## config.mk

```make
export PLATFORM = sky130hd
export DESIGN_NAME = spg_ctrl
export DESIGN_NICKNAME = d
export VERILOG_FILES = /design/src/spg_pkg.sv /design/src/spg_ctrl.sv
export SDC_FILE = /design/constraint.sdc
export NUM_CORES = 1
export LEC_CHECK = 0
export BUFFER_PORTS_ARGS = -buffer_cell sky130_fd_sc_hd__buf_4
export CORE_AREA = 5 5 42 44
export DETAILED_ROUTE_END_ITERATION = 6
export DIE_AREA = 0 0 47 49
export GPL_TIMING_DRIVEN = 0
export PLACE_DENSITY = 0.42
export SLEW_MARGIN = 20
export SYNTH_ARGS = -nofsm -noshare
export SYNTH_HDL_FRONTEND = slang
export SYNTH_SLANG_ARGS = --single-unit
```

## constraint.sdc

```tcl
create_clock -name clk -period 3 [get_ports clk]
set_clock_uncertainty 0.1 [all_clocks]
set_input_delay 0.3 -clock clk [delete_from_list [all_inputs] [get_ports clk]]
set_output_delay 0.3 -clock clk [all_outputs]
set_load 0.005 [all_outputs]
```

## src/spg_pkg.sv

```systemverilog
// Shared types and constants for the staged point radius gate.
// No dependencies; imported by the controller, datapath and top level.
`default_nettype none

package spg_pkg;

    localparam int COORD_W        = 24;
    localparam int REQ_W          = 2;
    localparam int RADIUS_W       = 16;
    localparam int RADIUS_SQ_W    = 2 * RADIUS_W;
    localparam int SQ_W           = 2 * COORD_W;
    localparam int DIST_W         = SQ_W + 2;
    localparam int IN_DATA_W      = 3 * COORD_W;
    localparam int OUT_DATA_W     = 8;
    localparam int RADIUS_RESET   = 150;
    localparam int MAX_POINTS_DEF = 64;

    typedef enum logic [REQ_W-1:0] {
        REQ_CLEAR  = 2'd0,
        REQ_ADD    = 2'd1,
        REQ_COMMIT = 2'd2,
        REQ_QUERY  = 2'd3
    } req_t;

    typedef struct packed {
        logic accept;
        logic scan;
        logic out_load;
    } spg_cmd_t;

    typedef struct packed {
        logic in_is_query;
        logic scan_done;
        logic out_free;
    } spg_stat_t;

endpackage

`default_nettype wire

```

## src/spg_ctrl.sv

```systemverilog
// Request sequencer for the staged point radius gate.
// Depends on spg_pkg; drives commands to spg_datapath.
`default_nettype none

module spg_ctrl
    import spg_pkg::*;
(
    input  wire logic      clk,
    input  wire logic      rst_n,
    input  wire logic      s_tvalid,
    output logic           s_tready,
    input  wire spg_stat_t stat,
    output spg_cmd_t       cmd
);

    typedef enum logic [2:0] {
        ST_IDLE = 3'b001,
        ST_SCAN = 3'b010,
        ST_DONE = 3'b100
    } state_t;

    state_t state_reg;
    state_t state_next;

    assign s_tready     = (state_reg == ST_IDLE);
    assign cmd.accept   = s_tvalid && s_tready;
    assign cmd.scan     = (state_reg == ST_SCAN);
    assign cmd.out_load = (state_reg == ST_DONE) && stat.out_free;

    always_comb
    begin
        state_next = state_reg;
        case (state_reg)
            ST_IDLE:
            begin
                if (cmd.accept)
                begin
                    state_next = stat.in_is_query ? ST_SCAN : ST_DONE;
                end
            end
            ST_SCAN:
            begin
                if (stat.scan_done)
                begin
                    state_next = ST_DONE;
                end
            end
            ST_DONE:
            begin
                if (stat.out_free)
                begin
                    state_next = ST_IDLE;
                end
            end
            default:
            begin
                state_next = ST_IDLE;
            end
        endcase
    end

    always_ff @(posedge clk or negedge rst_n)
    begin
        if (!rst_n)
        begin
            state_reg <= ST_IDLE;
        end
        else
        begin
            state_reg <= state_next;
        end
    end

    a_accept_leaves_idle: assert property (
        @(posedge clk) disable iff (!rst_n)
        cmd.accept |=> (state_reg != ST_IDLE))
        else $error("accepted beat did not start processing");

    a_load_only_when_free: assert property (
        @(posedge clk) disable iff (!rst_n)
        cmd.out_load |-> stat.out_free)
        else $error("result loaded over a pending beat");

endmodule

`default_nettype wire

```

# Word level (Yosys, flattened, before mapping)
# Cells that the tools add are included.
[classes] n_eq_ne=6 mux=5 reduce_logical=3
[op_table] op="3-bit two-way mux" n=4
[op_table] op="3-bit case mux with 3 select lines" n=1
[op_table] op="2-bit inequality test (second input constant)" n=2
[op_table] op="3-bit by 1-bit == test with 1-bit output (second input constant)" n=1
[op_table] op="3-bit by 2-bit == test with 1-bit output (second input constant)" n=1
[op_table] op="3-bit == test (second input constant)" n=1
[op_table] op="3-bit AND reduction" n=1
[op_table] op="1-bit logical AND" n=2
[op_table] op="2-bit by 1-bit inequality test with 1-bit output (second input constant)" n=1
[word_totals] ff_bits=3 in_bits=6 out_inout_bits=4 wordCells=15

# Depth between registers and ports, before layout
[depth] depth_word=4 ltp_mapped=2 mapped_depth_nobuf=2

# Worst setup path after synthesis
# No wires, ideal clock.
[synth_path] path_kind="reg-to-output" start="register state_reg[0]" end="output cmd[2] in the netlist's numbering" arrival_ns=0.805 required_time_ns=2.600 setup_slack_ns=1.795 path_stages_with_launch=2 path_buffers=0 cell_sequence="dfstp_2 and4bb_4"
[synth_rtl] element="start, declared" line="spg_ctrl.sv:22" text="state_t state_reg;"
[synth_rtl] element="start signal, assigned" line="spg_ctrl.sv:70" text="state_reg <= state_next;"
[synth_rtl] element="end, declared" line="spg_ctrl.sv:13" text="output spg_cmd_t cmd"

==> metrics.txt <==
# TYPE chip_impl_metric gauge
chip_impl_info{name="status",value="finished, final reports clean"} 1
chip_impl_metric{name="num-fill-cells",unit=""} 159
chip_impl_metric{name="insertion_delay",unit="ns"} 0.23
chip_impl_metric{name="critical_path_arrival",unit="ns"} 1.19
chip_impl_metric{name="post-route-period-util",unit="%"} 52.9
chip_impl_metric{name="layout-drive-gt1-share",unit="%"} 48.3
chip_impl_metric{name="dp_hpwl",unit="µm"} 376
chip_impl_metric{name="grt_pass1_vias",unit=""} 185
chip_impl_metric{name="worst_r2r_path_depth",unit=""} 2
chip_impl_metric{name="finalNonFillerCells",unit=""} 45
chip_impl_metric{name="synthSimpleGateAreaFrac",unit="%"} 46.8
chip_impl_metric{name="boundaryPins",unit=""} 10
chip_impl_metric{name="post_cts_resized",unit=""} 0
chip_impl_metric{name="worst_hold_path.num_cells",unit=""} 3
chip_impl_info{name="critical-path-top-delay-family",value="flip-flops"} 1
chip_impl_metric{name="synth.avg_cell_area",unit="µm²"} 11.8
chip_impl_metric{name="share_of_the_synthesized_area_in_compound_gates_ao_oa_aoi_oai",unit="%"} 7.80
chip_impl_metric{name="core.rowCount",unit=""} 14
chip_impl_info{name="critPathCaptureType",value="primary output"} 1
chip_impl_metric{name="viasPerCell",unit=""} 3.91
chip_impl_metric{name="synth_xor_area_share",unit="%"} 0
chip_impl_metric{name="ant_nets",unit=""} 0
chip_impl_metric{name="cts_made_buffers",unit=""} 3
chip_impl_metric{name="dpl_cell_area",unit="µm²"} 264
chip_impl_metric{name="required",unit="ns"} 2.60
chip_impl_metric{name="drv_slew",unit=""} 0
chip_impl_metric{name="numPortBuffers",unit=""} 9
chip_impl_metric{name="max-cap-violations",unit=""} 0
chip_impl_metric{name="core_region_area",unit="µm²"} 1400
chip_impl_metric{name="cts.reportedPaths.clkPinSlew",unit="ns"} 0.04
chip_impl_metric{name="grt_first_pass_wirelength",unit="µm"} 765
chip_impl_metric{name="leakagePower",unit="nW"} 0.135
chip_impl_metric{name="placedCellCount",unit=""} 40
chip_impl_metric{name="first_iter_violations",unit=""} 0
chip_impl_metric{name="multi_input_comb_area",unit="µm²"} 96.3
chip_impl_metric{name="transition_time_at_the_pin_with_the_least_slew_margin",unit="ns"} 0.353
chip_impl_metric{name="worstPathMaxFanout",unit=""} 8
chip_impl_metric{name="first_pass_iters",unit=""} 1
chip_impl_metric{name="layout_area_overhead",unit="%"} 70.2
chip_impl_metric{name="wl",unit="µm"} 470
chip_impl_metric{name="h_tree_level_count",unit=""} 1
chip_impl_metric{name="place_ws",unit="ns"} 1.66
chip_impl_metric{name="cp_slowest_stage_delay",unit="ns"} 0.58
chip_impl_metric{name="gp_congestion",unit=""} 0.777
chip_impl_info{name="layout_commonest_cell",value="sky130_fd_sc_hd__buf_4"} 1
chip_impl_metric{name="synth_cell_types",unit=""} 12
chip_impl_metric{name="achievable-frequency",unit="MHz"} 630
chip_impl_info{name="critical_path.startpoint",value="state_reg[0]"} 1
chip_impl_metric{name="post_synthesis_cell_area",unit="µm²"} 176
chip_impl_info{name="most_frequent_cells_in_the_layout",value="sky130_fd_sc_hd__buf_4 (9), sky130_fd_sc_hd__clkbuf_4 (3), sky130_fd_sc_hd__nor3b_1 (2), sky130_fd_sc_hd__nor4bb_1 (2), sky130_fd_sc_hd__dfrtp_1 (2)"} 1
chip_impl_metric{name="total_power",unit="mW"} 0.239
chip_impl_metric{name="final_nets",unit=""} 36
chip_impl_metric{name="grt.total_usage",unit="%"} 4.94
chip_impl_metric{name="ir_drop",unit="mV"} 0.223
chip_impl_metric{name="antenna_fix_cells",unit=""} 0
chip_impl_info{name="worst_hold_startpoint",value="stat[1]"} 1
chip_impl_metric{name="worstSetupPathDepth",unit=""} 2
chip_impl_metric{name="largest_register_ffs",unit=""} 3
chip_impl_metric{name="power_density",unit="nW/µm²"} 796
chip_impl_metric{name="syn-num-nets",unit=""} 21
chip_impl_metric{name="antenna_found_initial",unit=""} 0
chip_impl_metric{name="hold_viol",unit=""} 0
chip_impl_metric{name="yosysSeqAreaShare",unit="%"} 43.3
chip_impl_info{name="worst-setup-path-type",value="flip-flop to primary output"} 1
chip_impl_info{name="cp_slowest_cell",value="sky130_fd_sc_hd__dfstp_2"} 1
chip_impl_metric{name="grt_max_degree",unit=""} 9
chip_impl_info{name="min-delay-path-class",value="primary input to flip-flop"} 1
chip_impl_metric{name="initial_core_util",unit="%"} 12.6
chip_impl_metric{name="tritoncts_num_sinks",unit=""} 3
chip_impl_metric{name="drt-wirelength-per-cell",unit="µm"} 10.4
chip_impl_metric{name="floorplan.die.height",unit="µm"} 49
chip_impl_metric{name="die-area",unit="µm²"} 2300
chip_impl_metric{name="finalWorstPathRequiredPeriod",unit="ns"} 1.59
chip_impl_metric{name="postSynthRegisterBits",unit=""} 3
chip_impl_metric{name="floorplan.die.width",unit="µm"} 47
chip_impl_info{name="critical_path.reg2reg.startpoint",value="state_reg[2]"} 1
chip_impl_metric{name="totalNegativeSetupSlack",unit="ns"} 0
chip_impl_info{name="worstPathCellList",value="and4bb_4, buf_4"} 1
chip_impl_metric{name="layout_setup_ws",unit="ns"} 1.41
chip_impl_metric{name="max-slew-margin-rel",unit="%"} 76.2
chip_impl_info{name="rsz0062_at_grt",value="no"} 1
chip_impl_info{name="combinational_family_with_the_most_area_after_synthesis",value="simple AND/OR/NAND/NOR gates"} 1
chip_impl_metric{name="cp.buffers_inverters",unit=""} 1
chip_impl_metric{name="setup_viol",unit=""} 0
chip_impl_info{name="tritoncts",value="yes"} 1
chip_impl_metric{name="synthesized_instance_count",unit=""} 15
chip_impl_info{name="cp_startpoint_kind",value="flip-flop"} 1
chip_impl_metric{name="route.detailed.drc",unit=""} 0
chip_impl_metric{name="num_vias",unit=""} 176
chip_impl_metric{name="finalInstanceArea",unit="µm²"} 300
chip_impl_metric{name="synth_warnings",unit=""} 0
chip_impl_metric{name="clk_path_buf_depth",unit=""} 2
chip_impl_metric{name="muxShareOfSynthArea",unit="%"} 0
chip_impl_metric{name="grt_overflow_total",unit=""} 0
chip_impl_metric{name="ff_latch_area",unit="µm²"} 76.3
chip_impl_metric{name="synthAdderAreaFrac",unit="%"} 0
chip_impl_info{name="clk_root_buffer_cell",value="sky130_fd_sc_hd__clkbuf_4"} 1
## through the flow
stage | utilization [%] | hold WS, ns
after detailed placement | 18.8 | -0.0105
after CTS | 21.4 | 0.243
after global routing | 21.4 | 0.269
after floorplan | - | -0.0956
final | 21.4 | 0.250
after global placement | 18.8 | -0.0123
## worst reg2reg max path, stage by stage, from the launching register on
cell and delay, ns:
sky130_fd_sc_hd__dfrtp_1 0.42, sky130_fd_sc_hd__and4bb_4 0.27, sky130_fd_sc_hd__a211o_1 0.29
## kinds of logic after synthesis
logic type	Yosys count
and+or+nand+nor	9
DFF	3
buffers and inverters	1
AOI/OAI and AO/OA	2
## synth_stat cells
cell type / n / share of area [%]
sky130_fd_sc_hd__and4bb_4: 1 / 9.2
sky130_fd_sc_hd__nor4b_1: 1 / 5.0
sky130_fd_sc_hd__inv_1: 1 / 2.1
sky130_fd_sc_hd__nor3b_1: 2 / 8.5
sky130_fd_sc_hd__a211o_1: 1 / 5.0
sky130_fd_sc_hd__nor4bb_1: 2 / 11
sky130_fd_sc_hd__nand4b_1: 1 / 5.0
sky130_fd_sc_hd__dfstp_2: 1 / 15
sky130_fd_sc_hd__dfrtp_1: 2 / 28
sky130_fd_sc_hd__a21oi_1: 1 / 2.8
sky130_fd_sc_hd__or3b_1: 1 / 5.0
sky130_fd_sc_hd__nor3_1: 1 / 2.8
## layout make-up
| cell class | count | share of cell area, % |
|---|---|---|
| Inverter | 1 | 1.25 |
| Tap cell | 16 | 6.67 |
| Sequential cell | 3 | 25.4 |
| Clock buffer | 4 | 8.75 |
| Timing Repair Buffer | 10 | 25.8 |
| Multi-Input combinational cell | 11 | 32.1 |
## layer usage
layer	up-vias	share of wire [%]	global-route usage, %
met3	0	19	1.85
met4	0	0	6.91
met1	77	45	5.97
met2	10	36	5.20
met5	-	0	0
li1	89	-	-
## worst paths after layout
check	end	slack (ns)
worst max-delay path	cmd[2]	1.41
worst min-delay path	state_reg[1]	0.25
worst max register to register	state_reg[2]	1.80
worst min register to register	state_reg[1]	0.43
max in group asynchronous	state_reg[0]	2.32
min in group asynchronous	state_reg[2]	0.29
## timing repair
| item | CTS | global route |
|---|---|---|
| hold buffers | 1 | 0 |
| buffers inserted | 0 | 0 |
| hold endpoints to repair | 3 | 0 |
## report_power, final
part / internal [mW] / switching [mW]
Sequential: 0.0610 / 0.0254
Combinational: 0.0562 / 0.0270
Clock: 0.0498 / 0.0198
Total: 0.167 / 0.0721
No activity file was read; power rests on OpenSTA's default activity.
